--- config.mk ---
export PLATFORM = sky130hd
export DESIGN_NAME = escaped_frame_receiver_top
export DESIGN_NICKNAME = d
export VERILOG_FILES = /design/src/hdl/efr_pkg.sv /design/src/hdl/efr_front.sv /design/src/hdl/efr_queue.sv /design/src/hdl/escaped_frame_receiver_top.sv
export SDC_FILE = /design/constraint.sdc
export NUM_CORES = 1
export LEC_CHECK = 0
export BUFFER_PORTS_ARGS = -buffer_cell sky130_fd_sc_hd__buf_4
export CAP_MARGIN = 10
export CORE_MARGIN = 4
export CORE_UTILIZATION = 23
export CTS_CLUSTER_SIZE = 25
export DETAILED_ROUTE_END_ITERATION = 12
export GPL_ROUTABILITY_DRIVEN = 0
export PLACE_DENSITY = 0.38
export SETUP_SLACK_MARGIN = 0.1
export SYNTH_ARGS = -nofsm -noshare
export SYNTH_HDL_FRONTEND = slang
export SYNTH_SLANG_ARGS = --single-unit
--- constraint.sdc ---
create_clock -name clk_i -period 6.25 [get_ports clk_i]
set_input_delay 1.25 -clock clk_i [delete_from_list [all_inputs] [get_ports clk_i]]
set_output_delay 1.25 -clock clk_i [all_outputs]
set_load 0.02 [all_outputs]
--- src/hdl/efr_pkg.sv ---
`timescale 1ns / 1ps
`default_nettype none
package efr_pkg;

  localparam int unsigned EFR_MAX_PAYLOAD = 256;
  localparam int unsigned BYTE_W          = 8;
  localparam int unsigned COUNT_W         = 9;
  localparam int unsigned CFG_IDX_W       = 2;

  localparam logic [CFG_IDX_W-1:0] CFG_START_MARKER  = 2'd0;
  localparam logic [CFG_IDX_W-1:0] CFG_STOP_MARKER   = 2'd1;
  localparam logic [CFG_IDX_W-1:0] CFG_ESCAPE_MARKER = 2'd2;

  localparam logic [BYTE_W-1:0] START_MARKER_RST  = 8'd126;
  localparam logic [BYTE_W-1:0] STOP_MARKER_RST   = 8'd127;
  localparam logic [BYTE_W-1:0] ESCAPE_MARKER_RST = 8'd125;

  typedef enum logic [1:0] {
    MODE_IDLE,
    MODE_FRAME,
    MODE_ESCAPED
  } rx_mode_e;

  typedef enum logic [1:0] {
    EV_BYTE     = 2'd0,
    EV_END      = 2'd1,
    EV_RESTART  = 2'd2,
    EV_OVERFLOW = 2'd3
  } event_kind_e;

  typedef struct packed {
    event_kind_e         kind;
    logic [BYTE_W-1:0]   data;
    logic [COUNT_W-1:0]  count;
  } event_t;

endpackage
`default_nettype wire

--- src/hdl/efr_front.sv ---
`timescale 1ns / 1ps
`default_nettype none
module efr_front
  import efr_pkg::*;
#(
  parameter int unsigned MaxPayload = EFR_MAX_PAYLOAD
) (
  input  wire logic                 clk_i,
  input  wire logic                 rst_ni,
  input  wire logic                 cfg_valid_i,
  input  wire logic [CFG_IDX_W-1:0] cfg_index_i,
  input  wire logic [BYTE_W-1:0]    cfg_data_i,
  input  wire logic                 in_valid_i,
  output logic                      in_ready_o,
  input  wire logic [BYTE_W-1:0]    rx_byte_i,
  output logic                      ev_valid_o,
  output event_t                    ev_o,
  input  wire logic                 ev_ready_i
);

  localparam int unsigned CntW = $clog2(MaxPayload + 1);
  localparam int unsigned ExtW = (CntW > COUNT_W) ? CntW : COUNT_W;

  logic [BYTE_W-1:0] start_q, stop_q, escape_q;
  rx_mode_e          mode_q, mode_d;
  logic [CntW-1:0]   cnt_q, cnt_d, cnt_inc;
  logic [ExtW-1:0]   cnt_ext, inc_ext;
  logic              accept, has_event, take;

  assign cnt_inc    = cnt_q + CntW'(1);
  assign cnt_ext    = ExtW'(cnt_q);
  assign inc_ext    = ExtW'(cnt_inc);
  assign in_ready_o = ev_ready_i;
  assign accept     = in_valid_i & ev_ready_i;
  assign ev_valid_o = in_valid_i & has_event;

  always_comb begin
    mode_d     = mode_q;
    cnt_d      = cnt_q;
    has_event  = 1'b0;
    take       = 1'b0;
    ev_o.kind  = EV_BYTE;
    ev_o.data  = '0;
    ev_o.count = cnt_ext[COUNT_W-1:0];
    case (mode_q)
      MODE_ESCAPED: begin
        take = 1'b1;
      end
      MODE_FRAME: begin
        if (rx_byte_i == stop_q) begin
          mode_d    = MODE_IDLE;
          cnt_d     = '0;
          has_event = 1'b1;
          ev_o.kind = EV_END;
        end else if (rx_byte_i == start_q) begin
          cnt_d     = '0;
          has_event = 1'b1;
          ev_o.kind = EV_RESTART;
        end else if (rx_byte_i == escape_q) begin
          mode_d = MODE_ESCAPED;
        end else begin
          take = 1'b1;
        end
      end
      default: begin
        if (rx_byte_i == start_q) begin
          mode_d = MODE_FRAME;
          cnt_d  = '0;
        end
      end
    endcase
    if (take) begin
      has_event = 1'b1;
      if (cnt_q >= CntW'(MaxPayload)) begin
        mode_d    = MODE_IDLE;
        cnt_d     = '0;
        ev_o.kind = EV_OVERFLOW;
      end else begin
        mode_d     = MODE_FRAME;
        cnt_d      = cnt_inc;
        ev_o.data  = rx_byte_i;
        ev_o.count = inc_ext[COUNT_W-1:0];
      end
    end
  end

  always_ff @(posedge clk_i or negedge rst_ni) begin
    if (!rst_ni) begin
      mode_q <= MODE_IDLE;
      cnt_q  <= '0;
    end else if (accept) begin
      mode_q <= mode_d;
      cnt_q  <= cnt_d;
    end
  end

  always_ff @(posedge clk_i or negedge rst_ni) begin
    if (!rst_ni) begin
      start_q  <= START_MARKER_RST;
      stop_q   <= STOP_MARKER_RST;
      escape_q <= ESCAPE_MARKER_RST;
    end else if (cfg_valid_i) begin
      case (cfg_index_i)
        CFG_START_MARKER:  start_q  <= cfg_data_i;
        CFG_STOP_MARKER:   stop_q   <= cfg_data_i;
        CFG_ESCAPE_MARKER: escape_q <= cfg_data_i;
        default: ;
      endcase
    end
  end

endmodule
`default_nettype wire

--- src/hdl/efr_queue.sv ---
`timescale 1ns / 1ps
`default_nettype none
module efr_queue
  import efr_pkg::*;
(
  input  wire logic   clk_i,
  input  wire logic   rst_ni,
  input  wire logic   push_valid_i,
  output logic        push_ready_o,
  input  wire event_t push_data_i,
  output logic        pop_valid_o,
  input  wire logic   pop_ready_i,
  output event_t      pop_data_o
);

  event_t     mem_q [2];
  logic       wr_ptr_q, rd_ptr_q;
  logic [1:0] fill_q;
  logic       push, pop;

  assign push_ready_o = (fill_q != 2'd2);
  assign pop_valid_o  = (fill_q != 2'd0);
  assign pop_data_o   = mem_q[rd_ptr_q];
  assign push         = push_valid_i & push_ready_o;
  assign pop          = pop_valid_o & pop_ready_i;

  always_ff @(posedge clk_i or negedge rst_ni) begin
    if (!rst_ni) begin
      wr_ptr_q <= 1'b0;
      rd_ptr_q <= 1'b0;
      fill_q   <= 2'd0;
    end else begin
      if (push) begin
        wr_ptr_q <= ~wr_ptr_q;
      end
      if (pop) begin
        rd_ptr_q <= ~rd_ptr_q;
      end
      if (push && !pop) begin
        fill_q <= fill_q + 2'd1;
      end else if (pop && !push) begin
        fill_q <= fill_q - 2'd1;
      end
    end
  end

  always_ff @(posedge clk_i) begin
    if (push) begin
      mem_q[wr_ptr_q] <= push_data_i;
    end
  end

endmodule
`default_nettype wire

--- src/hdl/escaped_frame_receiver_top.sv ---
`timescale 1ns / 1ps
`default_nettype none
// Channel  | Direction | Handshake                   | Payload
// config   | in        | cfg_valid_i / cfg_ready_o   | cfg_index_i, cfg_data_i
// rx bytes | in        | in_valid_i / in_ready_o     | rx_byte_i
// events   | out       | out_valid_o / out_ready_i   | event_kind_o, payload_byte_o,
//          |           |                             | payload_count_o
// One byte is accepted every cycle while the two-entry event queue has room.
// An event is pushed into the event queue as its byte is accepted; the output is driven from the queue registers.
// The decode step holds the frame state and decides combinationally.
// Reset restores the marker values and returns the receiver to idle.
// Output stalls fill the queue; input stalls only once it holds two events.
module escaped_frame_receiver_top
  import efr_pkg::*;
#(
  parameter int unsigned MaxPayload = EFR_MAX_PAYLOAD
) (
  input  wire logic                 clk_i,
  input  wire logic                 rst_ni,
  input  wire logic                 cfg_valid_i,
  output logic                      cfg_ready_o,
  input  wire logic [CFG_IDX_W-1:0] cfg_index_i,
  input  wire logic [BYTE_W-1:0]    cfg_data_i,
  input  wire logic                 in_valid_i,
  output logic                      in_ready_o,
  input  wire logic [BYTE_W-1:0]    rx_byte_i,
  output logic                      out_valid_o,
  input  wire logic                 out_ready_i,
  output logic [1:0]                event_kind_o,
  output logic [BYTE_W-1:0]         payload_byte_o,
  output logic [COUNT_W-1:0]        payload_count_o
);

  logic   ev_valid, ev_ready;
  event_t ev, out_ev;

  assign cfg_ready_o     = 1'b1;
  assign event_kind_o    = out_ev.kind;
  assign payload_byte_o  = out_ev.data;
  assign payload_count_o = out_ev.count;

  efr_front #(
    .MaxPayload(MaxPayload)
  ) u_front (
    .clk_i      (clk_i),
    .rst_ni     (rst_ni),
    .cfg_valid_i(cfg_valid_i),
    .cfg_index_i(cfg_index_i),
    .cfg_data_i (cfg_data_i),
    .in_valid_i (in_valid_i),
    .in_ready_o (in_ready_o),
    .rx_byte_i  (rx_byte_i),
    .ev_valid_o (ev_valid),
    .ev_o       (ev),
    .ev_ready_i (ev_ready)
  );

  efr_queue u_queue (
    .clk_i       (clk_i),
    .rst_ni      (rst_ni),
    .push_valid_i(ev_valid),
    .push_ready_o(ev_ready),
    .push_data_i (ev),
    .pop_valid_o (out_valid_o),
    .pop_ready_i (out_ready_i),
    .pop_data_o  (out_ev)
  );

endmodule
`default_nettype wire

# After elaboration in Yosys (flattened, before gate mapping)
# Memory sizes are Yosys's and may differ from the RTL's.
# Index checks and enable logic that the tools add are counted.
# word_totals
mem_bits_rw	38
elab_cells	73
in_bits	23
memories	1
output_inout_bits	22
reg_bits	39
# mem_list
memory	depth	width	read_ports	rd_ports_with_merged_regs	wr	line_no	rtl
u_queue.mem_q	2	19	1	0	1	efr_queue.sv:16	event_t mem_q [2];
# classes
add_sub_neg	3
n_mux	30
bitwise_logic	6
order_cmp	1
eq_ne	11
n_reduce_logical	13
# op_table
cell	n
$mux W9	4
$eq A8 B8 Y1	3
$mux W2	11
$mux W19	1
$pmux W9 S2	1
$mux W17	1
$mux W1	10
$add A9 B1 Y9 const B	1
$ge A9 B9 Y1 const B	1
$reduce_and A2 Y1	4
$reduce_and A5 Y1	1
$and A1 B1 Y1	4
$eq A2 B1 Y1 const B	2
$eq A2 B2 Y1 const B	2
$ne A4 B1 Y1 const B	1
$ne A4 B2 Y1 const B	1
$pmux W2 S2	1
$reduce_bool A2 Y1	2
$reduce_bool A3 Y1	1
$add A2 B1 Y2 const B	1
$logic_and A1 B1 Y1	2
$logic_not A1 Y1	2
$logic_not A2 Y1	1
$ne A2 B1 Y1 const B	1
4 further kinds	5

# Logic depth before layout (Yosys ltp)
# depth
ltp_word	12
mapped_depth	10
depth_no_buf	10

# Hierarchy
# From an unflattened synthesis, not the netlist that was laid out.
# unflattened
hier_cells	276
hier_area_um2	3793.6
# by_module_without_submodules
mod	area_each_um2	instances	seq_area_each_um2	cells_per_inst
efr_front	2193.4	1	899.6	197
efr_queue	1589.0	1	1241.2	77
escaped_frame_receiver_top	11.3	1	0.0	2

# Least setup slack after synthesis
# No wires, ideal clock.
# synth_path
kind	input to register
from	input rx_byte_i[1]
to	memory u_queue.mem_q[0][0] in the netlist's numbering, enable pin
setup_slack_ps	2742
required_time_ps	5853
setup_time_ps	397
arrival_time_ps	3111
path_stages	6
path_buffers	0
cell_sequence	xor2_1 > nor4_4 > a211oi_2 > o31ai_1 > a21oi_2 > nor2b_1
# synth_via
elab_chain_len	10
word_cells_on_any_way	15
cone_classes	eq/ne: 3; mux: 10; bitwise: 2
# synth_rtl
item	line_no	rtl
start, declared	escaped_frame_receiver_top.sv:26	input wire logic [BYTE_W-1:0] rx_byte_i,
$eq A8 B8 Y1	efr_front.sv:59	end else if (rx_byte_i == escape_q) begin
$mux W1	efr_front.sv:59	
$mux W1	efr_front.sv:55	end else if (rx_byte_i == start_q) begin
$mux W1	efr_front.sv:50	if (rx_byte_i == stop_q) begin
$pmux W1 S2	efr_front.sv:45	case (mode_q)
$mux W1 (*)	efr_front.sv:72	if (take) begin
$and A1 B1 Y1 (*)	efr_front.sv:35	assign ev_valid_o = in_valid_i & has_event;
$and A1 B1 Y1 (*)	efr_queue.sv:24	assign push = push_valid_i & push_ready_o;
named net u_queue.push	efr_queue.sv:19	logic push, pop;
$mux W1 (*)	efr_queue.sv:48	if (push) begin
$mux W1 (implied by the code) (*)	efr_queue.sv:49	mem_q[wr_ptr_q] <= push_data_i;
end, declared	efr_queue.sv:16	
# The timed path passes the listed nets; every way through them passes the cells marked *.

# Final worst setup path
# layout_path
from	input rx_byte_i[2]
to	memory u_queue.mem_q[1][6] in the netlist's numbering, enable pin
# The elaborated chain is that of the path after synthesis.

==> results.sh <==
export IMPL_outcome="finished, final reports clean"
export IMPL_htreeDepth=3
export IMPL_finalHoldViolations=0
export IMPL_ir_drop_mv=0.1566
export IMPL_die_h_um=136.8
export IMPL_path_clk_slew_ps=60
export IMPL_die_x_um=136.8
export IMPL_cp_max_fo=19
export IMPL_clk_latency_ps=330
export IMPL_p_per_area_nw_per_um2=415.7
export IMPL_viasPerCell=4.155
export IMPL_ys_ff_latch=77
export IMPL_cts_hold_buffers=0
export IMPL_yosys_warnings=0
export IMPL_hpwlAfterDp_um=6011
export IMPL_grt_usage_pct=9.869
export IMPL_critPathLaunchType="input port"
export IMPL_total_leakage_power_uw=0.001753
export IMPL_ys_types=49
export IMPL_drt_total_wl_um=8459
export IMPL_antenna_found_initial=0
export IMPL_grt_overflow=0
export IMPL_fp_coreArea_um2=16060
export IMPL_synth_area_um2=3815
export IMPL_syn_to_final_growth_pct=21.15
export IMPL_num_io_pins=45
export IMPL_dp_cells=534
export IMPL_finalPower_uw=1921
export IMPL_layout_cells_non_filler=550
export IMPL_syn_nets=310
export IMPL_die_area_um2=18710
export IMPL_cts_sinks=77
export IMPL_finClkSkew_ps=6.435
export IMPL_numPortBuffers=43
export IMPL_ys_flop_type="edfxtp_1"
export IMPL_grt_pass1_vias=2395
export IMPL_clockRootBuffer="clkbuf_16"
export IMPL_async_reset_ff_share_pct=50.65
export IMPL_maxSlewHeadroom_pct=39.68
export IMPL_cpMaxStageDelayCell="and2_1"
export IMPL_post_cts_resized=0
export IMPL_hold_path_class="reg -> reg"
export IMPL_critPathKind="in -> reg"
export IMPL_fillerInstances=1622
export IMPL_tightest_slew_ps=904.8
export IMPL_cts_setup_buffers=0
export IMPL_syn_inst=281
export IMPL_slew_violations=0
export IMPL_grt_max_degree=40
export IMPL_grt_pass1_wl_um=13700
export IMPL_max_stage_delay_ps=750
export IMPL_fin_util_pct=28.78
export IMPL_multiInputGateArea_um2=1597
export IMPL_wire_per_inst_um=15.38
export IMPL_maxCapViolCount=0
export IMPL_crit_chain="buf_4 > xnor2_1 > nand4_1 > nor2_1 > o31ai_1 > a21oi_2 > and2_1"
export IMPL_setup_viol=0
export IMPL_drt_pre_antenna_iters=4
export IMPL_worstPathArrival_ps=3190
export IMPL_via_count=2285
export IMPL_fin_tns_setup_ps=0
export IMPL_clockBufferDepth=2
export IMPL_synth_edf_count=38
export IMPL_nets=358
export IMPL_fin_crit_ps=3239
export IMPL_synth_yosys_seq_area_share_pct=56.12
export IMPL_route_detailed_drc=0
export IMPL_final_layout_size_suffix_gt1_share_pct=40.72
export IMPL_period_share_pct=51.83
export IMPL_antenna_cells=0
export IMPL_rsz0062_at_grt="no"
export IMPL_syn_mean_instance_area_um2=13.58
export IMPL_fmax_mhz=308.7
export IMPL_ant_nets=0
export IMPL_worstSetupEndpointType="flop"
export IMPL_rows=46
export IMPL_cts_buffers=9
export IMPL_initial_core_util_pct=23.76
export IMPL_register_area_um2=2141
export IMPL_drt_iter0_markers=141
export IMPL_tritoncts="built"
export IMPL_worstPathRequired_ps=6210
-- synthesized netlist by cell type, types with 2 or more instances --
master    count  area [um^2]
mux2_2       45        506.7
edfxtp_1     38         1141
dfrtp_1      20        500.5
dfstp_2      19        499.2
xnor2_1      19        166.4
xor2_1       16        140.1
nand2_1      13        48.80
and2_1       12        75.07
nor2_1       10        37.54
inv_1         8        30.03
nor3_1        8        40.04
ha_1          6        75.07
o21ai_0       6        30.03
a21oi_1       4        20.02
nand3_1       4        20.02
nand4_1       4        25.02
nor3_2        4        40.04
a221o_1       3        30.03
a211o_1       2        17.52
a22o_1        2        17.52
buf_2         2        10.01
buf_6         2        22.52
clkbuf_1      2        7.510
nand3b_1      2        15.01
nor3b_2       2        25.02
nor4_4        2        42.54
o22ai_1       2        12.51
o31ai_1       2        15.01
or2_2         2        12.51
-- cell usage in the layout (no fill, tap or decap), types with 8 or more instances in the layout --
cell type / count
and2_1: 12
buf_4: 44
clkbuf_16: 9
dfrtp_1: 20
dfstp_2: 19
edfxtp_1: 38
inv_1: 8
mux2_2: 45
nand2_1: 13
nor2_1: 10
nor3_1: 8
xnor2_1: 19
xor2_1: 16
-- layout make-up --
| class | count | area share [%] |
|---|---|---|
| Sequential cell | 77 | 46.32 |
| Multi-Input combinational cell | 189 | 34.54 |
| Timing Repair Buffer | 44 | 7.147 |
| Tap cell | 216 | 5.847 |
| Clock buffer | 12 | 5.116 |
| Inverter | 8 | 0.6497 |
| Clock inverter | 4 | 0.3790 |
-- cell families (layout without fill, tap and decap cells) --
| logic type | Yosys count | in the layout | share of synthesized area, % |
|---|---|---|---|
| muxes | 45 | 45 | 13.28 |
| and+or+nand+nor | 72 | 72 | 11.61 |
| buffers and inverters | 15 | 68 | 2.034 |
| xor gates and xnor gates | 35 | 35 | 8.035 |
| adders and majority gates | 6 | 6 | 1.968 |
| AOI/OAI and AO/OA | 30 | 30 | 6.855 |
| DFF | 77 | 77 | 56.12 |
| other | 1 | 1 | 0.09830 |
-- registers in the layout, indices dropped and copies added (netlist names) --
| name | flops |
|---|---|
| u_queue.mem_q | 38 |
| u_queue.fill_q | 2 |
| u_front.cnt_ext | 9 |
| u_queue.rd_ptr_q | 1 |
| u_queue.wr_ptr_q | 1 |
| u_front.mode_q | 2 |
| u_front.start_q | 8 |
| u_front.escape_q | 8 |
| u_front.stop_q | 8 |
-- through the flow --
stage	hold slack (ps)	worst slack [ps]	instance area, um^2
floorplan	455.5	2742	3815
global placement	470.2	2594	4368
detailed placement	480.3	2577	4368
CTS	488.4	2940	4622
global route	509.5	2728	4622
finish	486.5	3011	4622
-- worst max-delay path, delay by kind of cell --
| family | cells | cell delay, ps |
|---|---|---|
| AO/OA/AOI/OAI | 2 | 360 |
| AND/OR/NAND/NOR | 3 | 1270 |
| XOR/XNOR | 1 | 170 |
| buffers and inverters | 1 | 130 |
-- worst paths after layout --
check / start / to / slack [ps] / cells past startpoint
hold / removal: u_queue.wr_ptr_q / u_queue.wr_ptr_q / 490 / 1
min in group asynchronous: rst_ni / u_front.escape_q[1] / 900 / 1
setup reg to reg: u_front.escape_q[5] / u_queue.mem_q[1][6] / 3560 / 6
max in group asynchronous: rst_ni / u_front.escape_q[3] / 4980 / 1
hold reg to reg: u_queue.wr_ptr_q / u_queue.wr_ptr_q / 490 / 1
setup / recovery: rx_byte_i[2] / u_queue.mem_q[1][6] / 3010 / 7
-- metal layers --
metal  GRT usage [%]  wire length [um]
met4           4.545               188
met5               0                 0
met2           14.13              3632
met1           14.15              4366
met3           2.169               271
-- report_power, final --
group	switching [uW]	internal [uW]	leakage, uW
clock	194	265	0.000125
sequential	87.4	679	0.000797
combinational	390	306	0.000830
No activity file was read; power rests on OpenSTA's default activity.
